$ cat src/hdl/bhi_pkg.sv
`timescale 1ns / 1ps
`default_nettype none
// ----------------------------------------------------------------------------
// bhi_pkg
// Widths, limits and beat types shared by the height interpolation pipeline.
// ----------------------------------------------------------------------------
package bhi_pkg;

  // coordinate word and derived datapath widths
  localparam int COORD_BITS = 32;
  localparam int N_FIELDS   = 11;
  localparam int DIFF_W     = COORD_BITS + 1;        // vertex difference
  localparam int PROD_W     = 2 * DIFF_W;            // difference product
  localparam int SUM_W      = PROD_W + 1;            // det, n1, n2
  localparam int DY_W       = COORD_BITS;            // height difference magnitude
  localparam int LO_W       = (SUM_W + 1) / 2;       // low split of n magnitude
  localparam int HI_W       = SUM_W - LO_W;          // high split of n magnitude
  localparam int PART_W     = SUM_W + DY_W;          // |n| * |dy|
  localparam int NUM_W      = PART_W + 2;            // signed numerator
  localparam int QB         = COORD_BITS + 3;        // quotient bits developed

  // stream widths, padded to whole bytes
  localparam int IN_W  = ((N_FIELDS * COORD_BITS + 7) / 8) * 8;
  localparam int OUT_W = ((COORD_BITS + 7) / 8) * 8;

  // result limits
  localparam logic signed [COORD_BITS-1:0] H_MAX = {1'b0, {(COORD_BITS - 1){1'b1}}};
  localparam logic signed [COORD_BITS-1:0] H_MIN = {1'b1, {(COORD_BITS - 1){1'b0}}};
  localparam logic [QB-1:0] QUO_LIMIT = QB'({1'b1, {(COORD_BITS + 1){1'b0}}});

  // front end to numerator section
  typedef struct packed {
    logic [SUM_W-1:0]             det_mag;
    logic                         det_neg;
    logic                         det_zero;
    logic [SUM_W-1:0]             n1_mag;
    logic                         n1_neg;
    logic [SUM_W-1:0]             n2_mag;
    logic                         n2_neg;
    logic [DY_W-1:0]              dy1_mag;
    logic                         dy1_neg;
    logic [DY_W-1:0]              dy2_mag;
    logic                         dy2_neg;
    logic signed [COORD_BITS-1:0] v3_y;
  } front_t;

  // one divider step
  typedef struct packed {
    logic [SUM_W-1:0]             rem;
    logic [QB-1:0]                low;
    logic [QB-1:0]                quo;
    logic [SUM_W-1:0]             dmag;
    logic                         neg;
    logic                         ovf;
    logic                         degen;
    logic signed [COORD_BITS-1:0] v3_y;
  } div_t;

  // result beat
  typedef struct packed {
    logic signed [COORD_BITS-1:0] height;
    logic                         degenerate;
  } res_t;

endpackage
`default_nettype wire

$ cat src/hdl/bhi_outq.sv
`timescale 1ns / 1ps
`default_nettype none
// ----------------------------------------------------------------------------
// bhi_outq
// Sign, saturation and degenerate handling, then a two-entry output queue
// that sets the pipeline advance.
// ----------------------------------------------------------------------------
module bhi_outq (
  input  logic          clk,
  input  logic          rst,
  input  logic          in_valid,
  input  bhi_pkg::div_t in_data,
  output logic          en,
  output logic          m_valid,
  input  logic          m_ready,
  output bhi_pkg::res_t m_data
);
  import bhi_pkg::*;

  logic signed [QB:0]   qs;
  logic signed [QB+1:0] hsum;
  logic                 big;
  res_t                 res_next;
  res_t                 fin;
  logic                 fin_valid;
  res_t                 ent0, ent1;
  logic [1:0]           count;
  logic                 push, pop;

  // final height
  always_comb begin
    qs   = in_data.neg ? -$signed({1'b0, in_data.quo}) : $signed({1'b0, in_data.quo});
    hsum = (QB + 2)'(qs) + (QB + 2)'(in_data.v3_y);
    big  = in_data.ovf || (in_data.quo > QUO_LIMIT);
    res_next.degenerate = in_data.degen;
    priority if (in_data.degen) begin
      res_next.height = '0;
    end else if (big) begin
      res_next.height = in_data.neg ? H_MIN : H_MAX;
    end else if (hsum > (QB + 2)'(H_MAX)) begin
      res_next.height = H_MAX;
    end else if (hsum < (QB + 2)'(H_MIN)) begin
      res_next.height = H_MIN;
    end else begin
      res_next.height = hsum[COORD_BITS-1:0];
    end
  end

  // pipeline advances while the queue has room
  assign en      = (count != 2'd2);
  assign push    = fin_valid && en;
  assign m_valid = (count != 2'd0);
  assign pop     = m_valid && m_ready;
  assign m_data  = ent0;

  always_ff @(posedge clk) begin
    if (rst) begin
      fin_valid <= 1'b0;
    end else if (en) begin
      fin_valid <= in_valid;
    end
  end

  always_ff @(posedge clk) begin
    if (en) begin
      fin <= res_next;
    end
  end

  // output queue
  always_ff @(posedge clk) begin
    if (rst) begin
      count <= 2'd0;
    end else begin
      unique case ({push, pop})
        2'b10:   count <= count + 2'd1;
        2'b01:   count <= count - 2'd1;
        default: count <= count;
      endcase
    end
  end

  always_ff @(posedge clk) begin
    unique case ({push, pop})
      2'b10: begin
        if (count == 2'd0) begin
          ent0 <= fin;
        end else begin
          ent1 <= fin;
        end
      end
      2'b01: begin
        ent0 <= ent1;
      end
      2'b11: begin
        ent0 <= fin;
      end
      default: begin
        ent0 <= ent0;
      end
    endcase
  end

endmodule
`default_nettype wire

$ cat config.mk
export PLATFORM = sky130hd
export DESIGN_NAME = bhi_outq
export DESIGN_NICKNAME = d
export VERILOG_FILES = /design/src/hdl/bhi_pkg.sv /design/src/hdl/bhi_outq.sv
export SDC_FILE = /design/constraint.sdc
export NUM_CORES = 1
export LEC_CHECK = 0
export BUFFER_PORTS_ARGS = -buffer_cell sky130_fd_sc_hd__buf_2
export CORE_ASPECT_RATIO = 0.6
export CORE_MARGIN = 2
export CORE_UTILIZATION = 53
export CTS_CLUSTER_SIZE = 8
export DETAILED_ROUTE_END_ITERATION = 8
export PLACE_DENSITY = 0.95
export SYNTH_ARGS = -nofsm -noshare
export SYNTH_HDL_FRONTEND = slang
export SYNTH_SLANG_ARGS = --single-unit
$ cat constraint.sdc
create_clock -name clk -period 12 [get_ports clk]
set_input_delay 1.2 -clock clk [delete_from_list [all_inputs] [get_ports clk]]
set_output_delay 1.2 -clock clk [all_outputs]
set_load 0.05 [all_outputs]
# == Word-level counts from Yosys, hierarchy flattened ==
# Index checks and enable logic that the tools add are counted.
# op_classes
add_sub_neg,4
magnitude_cmp,3
eq_ne,5
mux,8
n_bitwise,1
n_reduce_logical,9
# op_table
cell,n
two-way mux 32 bit,4
case mux 33 bit (3 select lines),1
adder 36 x 32 -> 37 bit,1
> comparator 37 x 32 -> 1 bit (second input constant),1
< comparator 37 x 32 -> 1 bit (second input constant),1
two-way mux 36 bit,1
negation 35 -> 36 bit,1
> comparator 35 x 34 -> 1 bit (second input constant),1
two-way mux 33 bit,1
equality test 2 bit (second input constant),2
inequality test 2 bit (second input constant),2
case mux 2 bit (2 select lines),1
AND reduction 2 bit,2
nonzero test 2 bit,2
nonzero test 3 bit,1
adder 2 x 1 -> 2 bit (second input constant),1
equality test 2 x 1 -> 1 bit (second input constant),1
logical AND 1 bit,2
zero test 2 bit,1
subtractor 2 x 1 -> 2 bit (second input constant),1
logical OR 1 bit,1
NOT 1 bit,1
# totals
ff_bits,102
in_bits,243
wordCells,38

# == Logic depth before layout (Yosys ltp) ==
# Gate-level depths: netlist of run 1.
# depth
depth_word,7
ltp_mapped,22
ltp_nobuf,19

# == Worst setup path after synthesis of run 1 ==
# OpenSTA, ideal clock, no wires.
# synth_timing
kind,input -> register
startpoint,in in_data[123] (netlist name)
endpoint,reg fin[10] (netlist name) (data pin)
t_arrival_ns,5.705
required_time_ns,11.743
path_slack_ns,6.038
stages,20
path_buffers,3
cell_sequence,or4_4 or3_4 or3_4 or3_1 o31ai_1 xnor2_1 ha_1 clkbuf_1 a21oi_1 o21ai_0 or4_1 a31o_2 nor3_1 xnor2_1 nor3_1 a31oi_1 o21bai_1 buf_2 buf_6 o21ai_2
# synth_via
elab_chain_cells,7
# synth_rtl
item,line_no,rtl
from (decl),bhi_outq.sv:12,"input bhi_pkg::div_t in_data,"
negation 35 -> 36 bit,bhi_outq.sv:32,"qs = in_data.neg ? -$signed({1'b0, in_data.quo}) : $signed({1'b0, in_data.quo});"
two-way mux 36 bit,bhi_outq.sv:32,
adder 36 x 32 -> 37 bit,bhi_outq.sv:33,hsum = (QB + 2)'(qs) + (QB + 2)'(in_data.v3_y);
< comparator 37 x 32 -> 1 bit,bhi_outq.sv:42,end else if (hsum < (QB + 2)'(H_MIN)) begin
two-way mux 32 bit,bhi_outq.sv:42,
two-way mux 32 bit,bhi_outq.sv:40,end else if (hsum > (QB + 2)'(H_MAX)) begin
two-way mux 32 bit (*),bhi_outq.sv:38,end else if (big) begin
to (signal assigned),bhi_outq.sv:66,fin <= res_next;
to (decl),bhi_outq.sv:24,res_t fin;
# Every way passes the cells marked *; elsewhere a longest branch is shown, timed or not.
# A chain may end at the register's enable or synchronous reset.

# == Worst setup path in the final report of run 1 ==
# layout_timing
startpoint,in in_data[109] (netlist name)
endpoint,reg fin[29] (netlist name) (data pin)
# Same word-level chain as after synthesis.

==> results.json, run 1 <==
{
  "status": "finished clean",
  "power_density_nw_per_um2": 189.2,
  "muxShareOfSynthArea": 0.05736,
  "numPortBuffers": 108,
  "start_util": 0.5480,
  "cts_setup_buffers": 0,
  "timing.fmax_ghz": 0.1425,
  "synth-compound-area-share": 0.1789,
  "area_delta_synth_final_pct": 14.58,
  "swShare": 0.3957,
  "wire_per_inst_microns": 17.15,
  "setup_viol": 0,
  "viasPerCell": 5.988,
  "clk_latency_ns": 0.33,
  "cp-end-kind": "register",
  "clock-root-buffer": "clkbuf_16",
  "leakagePower_nw": 2.977,
  "grt_max_degree": 38,
  "period_needed_ns": 7.019,
  "place.gp.congestion": 0.9793,
  "path_class": "in -> reg",
  "synth-xor-area-share": 0.08821,
  "p_int_mw": 0.8716,
  "yosys_warnings": 0,
  "synthCells": 620,
  "fin_crit_sh": 0.5849,
  "synth.distinct_cells": 60,
  "combPwrFrac": 0.413,
  "hp-class": "reg -> reg",
  "die_area_sq_um": 13490,
  "p_seq_frac": 0.397,
  "ys_seq_elements": 102,
  "cts_buffers": 9,
  "synth_top_family_by_area": "compound AO/OA/AOI/OAI gates",
  "drive_above_1_share": 0.2562,
  "grt_pass1_vias": 4681,
  "syn_avg_cell_area_sq_um": 10.73,
  "cp_max_fo": 29,
  "cts_tree": "done",
  "synth-adder-area-share": 0.08012,
  "grtUsageTotal": 0.2276,
  "max_stage_delay_ns": 0.86,
  "drv_slew": 0,
  "seq_area_sq_um": 3033,
  "clock_sinks": 102,
  "setup_tns_ns": 0,
  "io_pins": 278,
  "via_count": 5335,
  "clockBufferDepth": 2,
  "routed_wl_microns": 15290,
  "timing.hold.ws_ns": 0.4513,
  "maxCapViolations": 0,
  "overflow": 0,
  "clkSlewWorstSetupHoldPaths_ns": 0.06,
  "yosysSeqAreaShare": 0.4559,
  "dp_hpwl_microns": 12170,
  "fin_nets": 1007,
  "syn_area_sq_um": 6653,
  "ir_worst_vdd_v": 0.00007881,
  "crit_slowest_cell": "o21bai_2",
  "synth-simple-area-share": 0.1157,
  "grt_pass1_wl_microns": 24030,
  "crit_required_ns": 11.99,
  "synth_nets": 905,
  "cts_max_level": 3,
  "drt_iter0_markers": 480,
  "multi_input_area_sq_um": 3467,
  "cp.arrival_ns": 7.01,
  "crit_chain": "buf_2 -> or4_1 -> nor4_1 -> nand3_1 -> or2_2 -> o31ai_1 -> xnor2_1 -> ha_1 -> a21oi_1 -> o21ai_0 -> or4_1 -> a22oi_1 -> a31oi_1 -> a211oi_1 -> xor2_1 -> a31oi_1 -> o21bai_2 -> o21ai_0",
  "synthArstFlopShare": 0,
  "worstMarginPinSlew_ns": 1.074,
  "synth-edff-count": 99,
  "ctsResizeCount": 0,
  "drc": 0,
  "drtAntennaViolNets": 0,
  "fillers": 969,
  "hold_viol_final": 0,
  "synth_flop_cell": "edfxtp_1",
  "die_x_microns": 148.6,
  "placementRows": 31,
  "power_mw": 1.442,
  "coreArea_sq_um": 12140,
  "start_kind": "input port",
  "drtPass1Iterations": 5,
  "max-slew-margin-rel": 0.2843,
  "die_h_microns": 90.79,
  "cts-hold-fix-buffers": 0,
  "antenna_found_initial": 0,
  "power_switching_mw": 0.5707,
  "clockPowerShare": 0.191,
  "rsz0062_at_grt": "false",
  "diodes": 0,
  "clock_skew_ns": 0.006107
}
[state kept, by name, summed over array words and instances, names as in the netlist]
register and count:
ent1 33, fin 33, m_data 33, count 2, fin_valid 1
[per-layer routing]
layer,part of all wire,vias to the layer above,GRT usage
met1,0.49,2422,0.3758
li1,-,2547,-
met3,0.12,16,0.04444
met5,0,-,0
met2,0.38,350,0.2978
met4,0.011,0,0.05714
[cell families (layout without fill, tap and decap cells)]
group	count (synthesis)	count (layout)
compound gates	184	184
xor+xnor	67	67
fa+ha+maj	42	42
buf+inv	36	142
flops	102	102
mux	34	34
simple gates	155	155
[cells in the final DEF, fill, tap and decap left out, types with 5 or more instances in the layout]
| master | Yosys | final |
|---|---|---|
| clkbuf_16 | 0 | 9 |
| xnor2_1 | 49 | 49 |
| o31ai_1 | 12 | 12 |
| nand4_1 | 7 | 7 |
| nand3_1 | 5 | 5 |
| o21ai_0 | 62 | 62 |
| buf_2 | 1 | 108 |
| nor2_1 | 35 | 35 |
| nand2_1 | 55 | 55 |
| a31oi_1 | 7 | 7 |
| ha_1 | 41 | 41 |
| xor2_1 | 18 | 18 |
| inv_1 | 15 | 15 |
| nor4_1 | 6 | 6 |
| nand2b_1 | 8 | 8 |
| o21bai_1 | 6 | 5 |
| a21oi_1 | 43 | 43 |
| nor3_1 | 8 | 8 |
| or3_1 | 9 | 9 |
| mux2_2 | 33 | 33 |
| a21o_1 | 5 | 5 |
| edfxtp_1 | 99 | 99 |
| o21ai_2 | 11 | 11 |
| a211oi_1 | 7 | 7 |
[power groups by stage]
stage	clock, mW	combinational (mW)	sequential [mW]
2_1_floorplan	0	0.275	0.741
3_3_place_gp	0	0.576	0.574
3_5_place_dp	0	0.585	0.580
4_1_cts	0.279	0.589	0.574
5_1_grt	0.293	0.635	0.584
6_report	0.275	0.595	0.572
[final cells by class]
cell class | instances | area share
multi-input cells | 482 | 0.4549
repair buffers | 112 | 0.07485
flip-flops and latches | 102 | 0.3979
well taps | 165 | 0.02708
clock buffers | 9 | 0.02955
inverters | 15 | 0.007387
clock inverters | 6 | 0.008372
[Yosys cell counts, drive strengths merged (7+ instances only)]
cell type	count	area share
nand2b	9	0.0096
inv	15	0.0085
xor2	18	0.024
or3	11	0.012
edfxtp	99	0.45
nor3	8	0.0060
a31oi	7	0.0066
nand4	7	0.0066
nor2	35	0.020
mux2	33	0.056
xnor2	49	0.065
a21oi	44	0.034
clkbuf	15	0.0085
o31ai	13	0.017
nand2	55	0.031
o21ai	73	0.061
a211oi	7	0.0079
ha	41	0.077
[stage by stage]
stage                     instance area [sq um]  std cells    util  setup slack [ns]
final                                      7622        891  0.6278             4.981
after global routing                       7622        891  0.6278             4.469
after CTS                                  7622        891  0.6278             5.143
after detailed placement                   7333        876  0.6040             4.771
after global placement                     7333        876  0.6040             4.961
after floorplan                            6653        620       -             6.038
[worst paths after layout]
kind                                            start                     to  slack [ns]  cells past startpoint
worst max-delay path                     in_data[109]  fin[29]$_SDFFCE_PP0N_        4.98                     18
worst max register to register  count[0]$_SDFFE_PP0P_  count[1]$_SDFFE_PP0P_        9.73                      8
worst min register to register   fin[2]$_SDFFCE_PP0N_      ent1[2]$_DFFE_PP_        0.45                      0
worst min-delay path             fin[2]$_SDFFCE_PP0N_      ent1[2]$_DFFE_PP_        0.45                      0
[worst max-delay path, delay by kind of cell]
kind | cells | cell delay (ns)
buf+inv | 1 | 0.12
xor+xnor | 2 | 0.66
fa+ha+maj | 1 | 0.35
simple gates | 5 | 2.01
compound gates | 9 | 2.65
No activity file was read; power rests on OpenSTA's default activity.
==> inputs of run 2 (changes only) <==
Settings changed: CORE_UTILIZATION 53 to 44, PLACE_DENSITY 0.95 to 0.86.
Clock period 12 ns to 6.3 ns, I/O delays scaled along.
==> results.json, run 2 (same netlist as run 1, synthesis figures left out) <==
{
  "die_h_microns": 99.25,
  "area_delta_synth_final_pct": 15.65,
  "numPortBuffers": 108,
  "io_pins": 278,
  "wl_met2_microns": 5366,
  "antenna_found_initial": 0,
  "cts_setup_buffers": 0,
  "dp_hpwl_microns": 12680,
  "power_density_nw_per_um2": 358.8,
  "status": "finished clean",
  "clockBufferDepth": 2,
  "clkSlewWorstSetupHoldPaths_ns": 0.06,
  "cp_max_fo": 24,
  "via_count": 5157,
  "drt_iter0_markers": 526,
  "max-slew-margin-rel": 0.5191,
  "hp-class": "reg -> reg",
  "grt_pass1_wl_microns": 24650,
  "rsz0062_at_grt": "false",
  "viasPerCell": 5.557,
  "rr_endpoint": "count[1]$_SDFFE_PP0P_",
  "dpl_worst_slack_ns": 0.2947,
  "fillers": 1314,
  "setup_viol": 0,
  "grtUsageTotal": 0.1971,
  "die_area_sq_um": 16150,
  "wl_met1_microns": 8871,
  "start_kind": "input port",
  "drv_slew": 0,
  "wire_per_inst_microns": 16.93,
  "routed_wl_microns": 15710,
  "hold_viol_final": 0,
  "final_common_cell": "buf_2",
  "top_layer": "met4",
  "grt_pass1_vias": 4540,
  "place.gp.congestion": 0.9952,
  "clock_sinks": 102,
  "die_x_microns": 162.7,
  "path_class": "in -> reg",
  "fin_nets": 1010,
  "min_from": "fin[28]$_SDFFCE_PP0N_",
  "cp-end-kind": "register",
  "drtAntennaViolNets": 0,
  "clock_skew_ns": 0.005761,
  "leakagePower_nw": 2.995,
  "wl_met3_microns": 1397,
  "crit_path_start": "in_data[123]",
  "crit_required_ns": 6.36,
  "maxCapViolations": 0,
  "ir_worst_vdd_v": 0.0003566,
  "cts_buffers": 9,
  "placementRows": 34,
  "timing.fmax_ghz": 0.1744,
  "start_util": 0.4546,
  "cts_max_level": 3,
  "setup_slack_ns": 0.5672,
  "final_cell_mix": "buf_2, edfxtp_1, o21ai_0",
  "cts_tree": "done",
  "drive_above_1_share": 0.2562,
  "clock-root-buffer": "clkbuf_16",
  "coreArea_sq_um": 14630,
  "hold_depth": 0,
  "diodes": 0,
  "min_to": "ent1[28]$_DFFE_PP_",
  "setup_tns_ns": 0,
  "grt_max_degree": 38,
  "period_needed_ns": 5.733,
  "clk_latency_ns": 0.33,
  "ctsResizeCount": 0,
  "r2r-start": "count[0]$_SDFFE_PP0P_",
  "overflow": 0,
  "reg2reg_depth": 8,
  "drc": 0,
  "worstMarginPinSlew_ns": 0.7165,
  "cp.arrival_ns": 5.79,
  "r2r_slack_ns": 3.94,
  "drtPass1Iterations": 5,
  "fin_crit_sh": 0.9100,
  "cts-hold-fix-buffers": 0
}
## run 2: changes by cell type in the layout (fill, tap and decap cells not counted), sizes merged
cell	previous run	this run
clkinv	4	3
clkinvlp	1	0
clkbuf	9	12
buf	112	115
## run 2: critical path, cell delays in order
cell and delay (ns):
buf_2 0.13, or4_4 0.54, or3_4 0.35, or3_4 0.35
or3_1 0.48, o31ai_1 0.27, xnor2_1 0.16, ha_1 0.37
a21oi_1 0.25, o21ai_0 0.19, or4_1 0.45, a31o_2 0.27
nor3_1 0.17, xnor2_1 0.18, nor3_1 0.24, a31oi_1 0.14
o21bai_2 0.27, buf_12 0.20, o21ai_0 0.13
## run 2: per-layer routing
metal	up-vias	GRT usage
met5	-	0
met2	266	0.2389
met4	0	0.03608
met3	6	0.03545
met1	2331	0.3470
li1	2554	-
## run 2: worst max-delay path by stage
stage                     cells past startpoint               endpoint  slack, ns
after detailed placement                     18  fin[21]$_SDFFCE_PP0N_       0.29
final                                        19  fin[21]$_SDFFCE_PP0N_       0.57
after CTS                                    18  fin[21]$_SDFFCE_PP0N_       0.64
after global routing                         19  fin[21]$_SDFFCE_PP0N_       0.18
after floorplan                              20  fin[10]$_SDFFCE_PP0N_       0.91
after global placement                       19   fin[4]$_SDFFCE_PP0N_       0.28
## run 2: per-stage QoR
step	cells	area (sq um)	util	hold slack [ns]	total power, mW
after floorplan	620	6653	-	0.4222	1.935
after global placement	912	7410	0.5063	0.4350	2.214
after detailed placement	912	7410	0.5063	0.4384	2.238
after CTS	928	7694	0.5257	0.4542	2.764
after global routing	928	7694	0.5257	0.4633	2.896
final	928	7694	0.5257	0.4495	2.760
## run 2: cell type report
type / instances / area, sq um / area share
Clock buffer: 12 / 236.5 / 0.03074
Sequential cell: 102 / 3033 / 0.3942
Tap cell: 198 / 247.7 / 0.03220
Timing Repair Buffer: 115 / 605.6 / 0.07871
Inverter: 15 / 56.30 / 0.007318
Clock inverter: 4 / 47.55 / 0.006180
Multi-Input combinational cell: 482 / 3467 / 0.4506
## run 2: report_power, final
part,internal [mW],switching [mW]
clock network,0.307,0.216
logic,0.339,0.803
registers,1.02,0.0744
total,1.67,1.09
